`src/rtl/core/pbd_pkg.sv`:
```
// ----------------------------------------------------------------------------
// pbd_pkg
// Shared widths, register indexes, phase states and level types for the
// pulse beat detector.
// ----------------------------------------------------------------------------
package pbd_pkg;

  localparam int SAMPLE_WIDTH    = 16;
  localparam int ACC_WIDTH       = 32;
  localparam int DC_SHIFT        = 15;
  localparam int LEAK_SHIFT      = 4;
  localparam int SWING_WIDTH     = 16;
  localparam int CFG_INDEX_WIDTH = 2;

  localparam logic [SWING_WIDTH-1:0] MIN_SWING_RESET = SWING_WIDTH'(20);
  localparam logic [SWING_WIDTH-1:0] MAX_SWING_RESET = SWING_WIDTH'(1000);

  typedef enum logic [CFG_INDEX_WIDTH-1:0] {
    REG_MIN_SWING = 2'd0,
    REG_MAX_SWING = 2'd1
  } cfg_reg_t;

  typedef enum logic [1:0] {
    PH_IDLE,
    PH_RISING,
    PH_FALLING
  } phase_t;

  typedef struct packed {
    logic signed [SAMPLE_WIDTH-1:0] ac;
    logic signed [SAMPLE_WIDTH-1:0] dc;
  } level_t;

endpackage

```
`src/rtl/core/pbd_dc_tracker.sv`:
```
// ----------------------------------------------------------------------------
// pbd_dc_tracker
// Leaky DC baseline tracker; gives the DC estimate and the saturated AC level
// of the current sample, and advances the accumulator on each item.
// ----------------------------------------------------------------------------
module pbd_dc_tracker (
  input  logic                                 clk,
  input  logic                                 rst,
  input  logic                                 en,
  input  logic signed [pbd_pkg::SAMPLE_WIDTH-1:0] sample,
  output pbd_pkg::level_t                      level
);

  localparam int SW  = pbd_pkg::SAMPLE_WIDTH;
  localparam int AW  = pbd_pkg::ACC_WIDTH;
  localparam int EW  = AW + 1;
  localparam int DW  = AW - pbd_pkg::DC_SHIFT;
  localparam int FW  = DW + 1;

  logic signed [AW-1:0] acc;
  logic signed [AW-1:0] acc_next;
  logic signed [EW-1:0] x_scaled;
  logic signed [EW-1:0] acc_ext;
  logic signed [EW-1:0] diff;
  logic signed [EW-1:0] sum;
  logic signed [DW-1:0] avg;
  logic signed [FW-1:0] ac_full;
  logic signed [SW-1:0] ac_sat;

  localparam logic signed [SW-1:0] AC_MAX = {1'b0, {(SW-1){1'b1}}};
  localparam logic signed [SW-1:0] AC_MIN = {1'b1, {(SW-1){1'b0}}};

  always_comb begin
    x_scaled = EW'(sample) <<< pbd_pkg::DC_SHIFT;
    acc_ext  = EW'(acc);
    diff     = x_scaled - acc_ext;
    sum      = acc_ext + (diff >>> pbd_pkg::LEAK_SHIFT);
    acc_next = sum[AW-1:0];
    avg      = acc_next[AW-1:pbd_pkg::DC_SHIFT];
    ac_full  = FW'(sample) - FW'(avg);
    if (ac_full > FW'(AC_MAX)) begin
      ac_sat = AC_MAX;
    end else if (ac_full < FW'(AC_MIN)) begin
      ac_sat = AC_MIN;
    end else begin
      ac_sat = ac_full[SW-1:0];
    end
    level.ac = ac_sat;
    level.dc = avg[SW-1:0];
  end

  always_ff @(posedge clk) begin
    if (rst) begin
      acc <= '0;
    end else if (en) begin
      acc <= acc_next;
    end
  end

endmodule

```
`src/rtl/core/pbd_beat_fsm.sv`:
```
// ----------------------------------------------------------------------------
// pbd_beat_fsm
// Zero-crossing phase tracker; follows peak and trough of the AC level and
// flags a beat on a rising crossing whose swing lies inside the window.
// ----------------------------------------------------------------------------
module pbd_beat_fsm (
  input  logic                                     clk,
  input  logic                                     rst,
  input  logic                                     en,
  input  logic signed [pbd_pkg::SAMPLE_WIDTH-1:0]  ac,
  input  logic        [pbd_pkg::SWING_WIDTH-1:0]   min_swing,
  input  logic        [pbd_pkg::SWING_WIDTH-1:0]   max_swing,
  output logic                                     beat
);

  localparam int SW = pbd_pkg::SAMPLE_WIDTH;
  localparam int DW = SW + 1;
  localparam int CW = (SW > pbd_pkg::SWING_WIDTH ? SW : pbd_pkg::SWING_WIDTH) + 2;

  pbd_pkg::phase_t      phase;
  pbd_pkg::phase_t      phase_next;
  logic signed [SW-1:0] last_ac;
  logic signed [SW-1:0] peak;
  logic signed [SW-1:0] peak_next;
  logic signed [SW-1:0] trough;
  logic signed [SW-1:0] trough_next;
  logic signed [DW-1:0] swing;
  logic signed [CW-1:0] swing_ext;
  logic                 rise;
  logic                 fall;

  always_ff @(posedge clk) begin
    if (rst) begin
      phase   <= pbd_pkg::PH_IDLE;
      last_ac <= '0;
      peak    <= '0;
      trough  <= '0;
    end else if (en) begin
      phase   <= phase_next;
      last_ac <= ac;
      peak    <= peak_next;
      trough  <= trough_next;
    end
  end

  always_comb begin
    rise      = last_ac[SW-1] && !ac[SW-1];
    fall      = !last_ac[SW-1] && (last_ac != '0) && (ac[SW-1] || (ac == '0));
    swing     = DW'(peak) - DW'(trough);
    swing_ext = CW'(swing);
    beat      = rise && (swing_ext > $signed(CW'(min_swing)))
                     && (swing_ext < $signed(CW'(max_swing)));

    unique case (phase)
      pbd_pkg::PH_IDLE,
      pbd_pkg::PH_RISING,
      pbd_pkg::PH_FALLING: begin
        if (rise) begin
          phase_next = pbd_pkg::PH_RISING;
        end else if (fall) begin
          phase_next = pbd_pkg::PH_FALLING;
        end else begin
          phase_next = phase;
        end
      end
      default: phase_next = pbd_pkg::PH_IDLE;
    endcase

    peak_next = rise ? '0 : peak;
    if (phase_next == pbd_pkg::PH_RISING && ac > last_ac) begin
      peak_next = ac;
    end
    trough_next = fall ? '0 : trough;
    if (phase_next == pbd_pkg::PH_FALLING && ac < last_ac) begin
      trough_next = ac;
    end
  end

endmodule

```
`src/rtl/core/pulse_beat_detector_top.sv`:
```
// ----------------------------------------------------------------------------
// pulse_beat_detector_top
// Optical pulse beat detector: DC removal and zero-crossing beat detection.
// ----------------------------------------------------------------------------
// One sample item is accepted per clock cycle, sustained while out_stall is
// low. An accepted item waits in the input register and passes through the
// DC tracker and crossing logic into the result register, where its result
// item appears.
// That rate is set by the feedback through the DC accumulator and
// the previous AC level, both updated in the same cycle an item leaves the
// input register. Input stall rises only while the input register is full and
// the result register holds an item that is stalled. min_swing and max_swing
// are written through cfg_write/cfg_index/cfg_data; unknown indexes are
// ignored.
module pulse_beat_detector_top (
  input  logic                                       clk,
  input  logic                                       rst,
  input  logic                                       in_valid,
  output logic                                       in_stall,
  input  logic signed [pbd_pkg::SAMPLE_WIDTH-1:0]    sample_value,
  output logic                                       out_valid,
  input  logic                                       out_stall,
  output logic                                       beat_found,
  output logic signed [pbd_pkg::SAMPLE_WIDTH-1:0]    ac_level,
  output logic signed [pbd_pkg::SAMPLE_WIDTH-1:0]    dc_level,
  input  logic                                       cfg_write,
  input  logic        [pbd_pkg::CFG_INDEX_WIDTH-1:0] cfg_index,
  input  logic        [pbd_pkg::SWING_WIDTH-1:0]     cfg_data
);

  logic                                    s1_valid;
  logic signed [pbd_pkg::SAMPLE_WIDTH-1:0] s1_sample;
  logic                                    advance;
  logic [pbd_pkg::SWING_WIDTH-1:0]         min_swing;
  logic [pbd_pkg::SWING_WIDTH-1:0]         max_swing;
  pbd_pkg::level_t                         level;
  logic                                    beat;

  assign advance  = s1_valid && (!out_valid || !out_stall);
  assign in_stall = s1_valid && !advance;

  always_ff @(posedge clk) begin
    if (rst) begin
      min_swing <= pbd_pkg::MIN_SWING_RESET;
      max_swing <= pbd_pkg::MAX_SWING_RESET;
    end else if (cfg_write) begin
      unique case (cfg_index)
        pbd_pkg::REG_MIN_SWING: min_swing <= cfg_data;
        pbd_pkg::REG_MAX_SWING: max_swing <= cfg_data;
        default: ;
      endcase
    end
  end

  always_ff @(posedge clk) begin
    if (rst) begin
      s1_valid <= 1'b0;
    end else if (in_valid && !in_stall) begin
      s1_valid <= 1'b1;
    end else if (advance) begin
      s1_valid <= 1'b0;
    end
  end

  always_ff @(posedge clk) begin
    if (in_valid && !in_stall) begin
      s1_sample <= sample_value;
    end
  end

  pbd_dc_tracker u_dc (
    .clk    (clk),
    .rst    (rst),
    .en     (advance),
    .sample (s1_sample),
    .level  (level)
  );

  pbd_beat_fsm u_beat (
    .clk       (clk),
    .rst       (rst),
    .en        (advance),
    .ac        (level.ac),
    .min_swing (min_swing),
    .max_swing (max_swing),
    .beat      (beat)
  );

  always_ff @(posedge clk) begin
    if (rst) begin
      out_valid <= 1'b0;
    end else if (advance) begin
      out_valid <= 1'b1;
    end else if (!out_stall) begin
      out_valid <= 1'b0;
    end
  end

  always_ff @(posedge clk) begin
    if (advance) begin
      beat_found <= beat;
      ac_level   <= level.ac;
      dc_level   <= level.dc;
    end
  end

  a_stall_needs_item: assert property (@(posedge clk) disable iff (rst)
    in_stall |-> s1_valid && out_valid && out_stall)
    else $error("input stalled without a held item");

  a_item_reaches_output: assert property (@(posedge clk) disable iff (rst)
    s1_valid && !out_stall |=> out_valid)
    else $error("held item did not reach the result register");

  a_reset_empties: assert property (@(posedge clk)
    $past(rst) |-> !out_valid && !s1_valid)
    else $error("pipeline not empty after reset");

endmodule
```
`config.mk`:
```
export PLATFORM = sky130hd
export DESIGN_NAME = pulse_beat_detector_top
export DESIGN_NICKNAME = d
export VERILOG_FILES = /design/src/rtl/core/pbd_pkg.sv /design/src/rtl/core/pbd_dc_tracker.sv /design/src/rtl/core/pbd_beat_fsm.sv /design/src/rtl/core/pulse_beat_detector_top.sv
export SDC_FILE = /design/constraint.sdc
export NUM_CORES = 1
export LEC_CHECK = 0
export BUFFER_PORTS_ARGS = -buffer_cell sky130_fd_sc_hd__buf_2
export CAP_MARGIN = 20
export CELL_PAD_IN_SITES_DETAIL_PLACEMENT = 0
export CELL_PAD_IN_SITES_GLOBAL_PLACEMENT = 1
export CORE_UTILIZATION = 40
export CTS_CLUSTER_DIAMETER = 120
export CTS_CLUSTER_SIZE = 8
export DETAILED_ROUTE_END_ITERATION = 10
export GPL_TIMING_DRIVEN = 0
export PLACE_DENSITY = 0.7
export SETUP_SLACK_MARGIN = 0.02
export SKIP_CTS_REPAIR_TIMING = 1
export SLEW_MARGIN = 20
export SYNTH_ARGS = -nofsm -noshare
export SYNTH_HDL_FRONTEND = slang
export SYNTH_SLANG_ARGS = --single-unit
```
`constraint.sdc`:
```
create_clock -name clk -period 10.87 [get_ports clk]
set_input_delay 0.5435 -clock clk [delete_from_list [all_inputs] [get_ports clk]]
set_output_delay 0.5435 -clock clk [all_outputs]
set_load 0.05 [all_outputs]
```
==> out/results.md <==
| Metric | This run |
| --- | --- |
| Run status | completed |
| CTS root buffer | sky130_fd_sc_hd__clkbuf_16 |
| Async set or reset register ratio after synthesis | 0 |
| Final wirelength | 32,100 um |
| Number of design-rule violations left by the first detailed-router iteration | 715 |
| Deepest clock path buffer count | 2 |
| DP Area | 12,200 sq um |
| CORE AREA | 27,900 sq um |
| Number of nets produced by synthesis | 1,503 |
| Antenna diode count | 0 |
| PnR Total Power | 0.00486 W |
| Routed length on met1 | 15,300 um |
| Number of antenna-violating nets in the routed design | 0 |
| Pin count of the biggest net entering global routing | 43 |
| Cell repeated most along the worst path | sky130_fd_sc_hd__o21a_1 |
| Primary FF master, synth | sky130_fd_sc_hd__dfxtp_1 |
| Power density over the cells | 367 nW/um^2 |
| Count of filler cells inserted in the layout | 2,796 |
| Most frequent cells after synthesis | sky130_fd_sc_hd__inv_1, sky130_fd_sc_hd__nand2_1, sky130_fd_sc_hd__ha_1, sky130_fd_sc_hd__a21oi_1, sky130_fd_sc_hd__dfxtp_1 |
| LEAKAGE | 5.48 nW |
| Total CTS buffers | 17 |
| Met3 wire length | 958 um |
| Number of instances in the synthesized netlist | 1,337 |
| Number of detailed-routing iterations run before antenna repair | 5 |
| Fin nets | 1,613 |
| Crit path time final | 10,310 ps |
| Total congestion overflow | 0 |
| Vias in the first global route | 9,250 |
| Initial antenna violation count | 0 |
| Maximum clock frequency | 0.0969 GHz |
| Worst max-slew margin expressed relative to the limit | 0.328 |
| Top routing layer in use | met4 |
| Routability congestion estimate from global placement | 0.860 |
| Post-synthesis cell area | 11,400 sq um |
| Tightest Pin Transition | 1010 ps |
| Remaining DRCs | 0 |
| Number of synthesized flops with an enable pin | 49 |
| Max-Cap Viols | 0 |
| Proportion of netlist area held by the largest area contributor | 0.205 |
| Top post-synthesis cells by area | sky130_fd_sc_hd__dfxtp_1, sky130_fd_sc_hd__ha_1, sky130_fd_sc_hd__edfxtp_1, sky130_fd_sc_hd__a21oi_1, sky130_fd_sc_hd__inv_1 |
| # setup viols final | 0 |
| CP Data Arrival Time | 10,630 ps |
| Critical Path Source Type | flip-flop |
| Via density | 5.35 |
| Effective utilization at floorplan | 0.408 |
| Synthesis-stage register bit count | 165 |
| Critical path class | reg2reg |
| Horizontal die dimension | 170 um |
| Post-synth cell types | 81 |
| Global Route Usage Sum | 0.223 |
| Wire length of the first global-routing pass | 49,700 um |
| Met2 wire len | 15,300 um |
| Final design area excluding fillers | 13,300 sq um |
| Register clock-pin slew on the reported worst setup and hold paths | 80 ps |
| I/O pin total | 74 |
| Data required time of the worst path | 11,180 ps |
| Finished Layout Cells | 1,838 |
| Cell type contributing the most total cell area after synthesis | sky130_fd_sc_hd__dfxtp_1 |
| Average wire per cell in the routed design | 17.4 um |
| TritonCTS clock tree | yes |
| Number of hold violations in the final report | 0 |
| Number of H-tree branching levels | 4 |
| Synth warn | 0 |
| Count of input and output buffers | 72 |
| CP max-delay cell | sky130_fd_sc_hd__or4b_4 |
| Layout-stage area growth over the synthesis result | 16.7% |
| Fin crit share | 0.949 |
| Number of standard-cell rows in the floorplan | 61 |
| Die Area | 29,100 sq um |
| Share of post-route cells with drive strength above 1 | 0.132 |
| Detailed-route via count | 9,842 |
| Clk_lat worst skew | 440 ps |
| Mapped Avg Cell Area | 8.49 sq um |
| Count of final max-slew check failures | 0 |
| Dpl hpwl | 24,500 um |
| Chip height | 170 um |
| Share of the yosys chip area belonging to registers | 0.334 |
| Worst vdd ir | 0.143 mV |
| Kind of end point of the critical path | flip-flop |
| Critical path peak fanout | 8 |
| Critical path's largest stage delay | 610 ps |
| TritonCTS Sinks | 165 |
| Final Skew | 15.2 ps |
| Min-delay worst type | in2reg |
| Post-placement cell count | 1,788 |
[sequential cells by signal, summed over array words and instances (netlist names)]
name / flops
ac_level: 16
beat_found: 1
dc_level: 16
max_swing: 16
min_swing: 16
out_valid: 1
s1_sample: 16
s1_valid: 1
u_beat.last_ac: 16
u_beat.peak: 16
u_beat.phase: 2
u_beat.trough: 16
u_dc.acc: 32
[where the power goes]
part	switching (W)	total [W]	leakage [nW]	internal [W]
clock network	0.000286	0.000625	0.289	0.000339
registers	0.0000716	0.000852	1.41	0.000780
logic	0.00204	0.00338	3.79	0.00134
[critical path: cells and delay by family, from the launching register on]
family	cells	cell delay [ps]
adders and majority gates	4	1270
buffers and inverters	5	660
and+or+nand+nor	12	2850
xor gates and xnor gates	1	140
DFF	1	360
AOI/OAI and AO/OA	27	4890
[through the flow]
| step | TNS (ps) | util | hold slack, ps | worst slack [ps] |
|---|---|---|---|---|
| after floorplan | 0 | - | 434 | 980 |
| after global placement | -26970 | 0.437 | 443 | -982 |
| after detailed placement | -27500 | 0.438 | 448 | -992 |
| after CTS | -29250 | 0.459 | 259 | -1050 |
| after global routing | -292 | 0.476 | 259 | -38.5 |
| final | 0 | 0.476 | 275 | 555 |
[worst paths after layout]
| kind | cells after the start | endpoint | slack, ps | startpoint |
|---|---|---|---|---|
| worst max-delay path | 49 | u_beat.peak[0]$_SDFFE_PP0P_ | 560 | u_dc.acc[1]$_SDFFE_PP0P_ |
| worst min-delay path | 1 | s1_sample[12]$_DFFE_PP_ | 270 | sample_value[12] |
| worst max register to register | 49 | u_beat.peak[0]$_SDFFE_PP0P_ | 560 | u_dc.acc[1]$_SDFFE_PP0P_ |
| worst min register to register | 2 | min_swing[10]$_SDFFE_PP0P_ | 460 | min_swing[10]$_SDFFE_PP0P_ |
[layer usage]
metal  up-vias  global-route usage
li1       5024                   -
met1      4641               0.294
met2       147               0.380
met3        30              0.0281
met4         0              0.0635
met5         -                   0
[cell type report]
type,count,area (sq um),share of cell area
clock inverters,12,135,0.0102
multi-input cells,981,7120,0.537
well taps,378,473,0.0357
flip-flops and latches,165,3790,0.286
clock buffers,20,458,0.0346
repair buffers,92,518,0.0391
plain buffers,46,211,0.0160
inverters,144,541,0.0408
[cell usage in the layout, fill, tap and decap left out, types with 17 or more instances in the layout]
cell type and n:
sky130_fd_sc_hd__clkbuf_1 38, sky130_fd_sc_hd__inv_1 142, sky130_fd_sc_hd__xnor2_1 47, sky130_fd_sc_hd__buf_2 73
sky130_fd_sc_hd__dfxtp_1 116, sky130_fd_sc_hd__nor2_1 88, sky130_fd_sc_hd__buf_4 20, sky130_fd_sc_hd__ha_1 123
sky130_fd_sc_hd__o32ai_1 19, sky130_fd_sc_hd__clkbuf_16 18, sky130_fd_sc_hd__a211oi_1 25, sky130_fd_sc_hd__nor3_1 18
sky130_fd_sc_hd__o21a_1 30, sky130_fd_sc_hd__nand3_1 18, sky130_fd_sc_hd__nand4_1 17, sky130_fd_sc_hd__a21o_1 28
sky130_fd_sc_hd__edfxtp_1 49, sky130_fd_sc_hd__nand2_1 144, sky130_fd_sc_hd__a21oi_1 113, sky130_fd_sc_hd__o21ai_0 46
[cells by family (layout without fill, tap and decap cells)]
| family | Yosys count | count (layout) | share of synthesized area |
|---|---|---|---|
| compound gates | 398 | 398 | 0.243 |
| mux | 2 | 2 | 0.00187 |
| flops | 165 | 165 | 0.334 |
| buf+inv | 191 | 314 | 0.0651 |
| fa+ha+maj | 129 | 129 | 0.144 |
| simple gates | 386 | 386 | 0.161 |
| xor+xnor | 66 | 66 | 0.0509 |
Power figures use the tool's default switching activity.
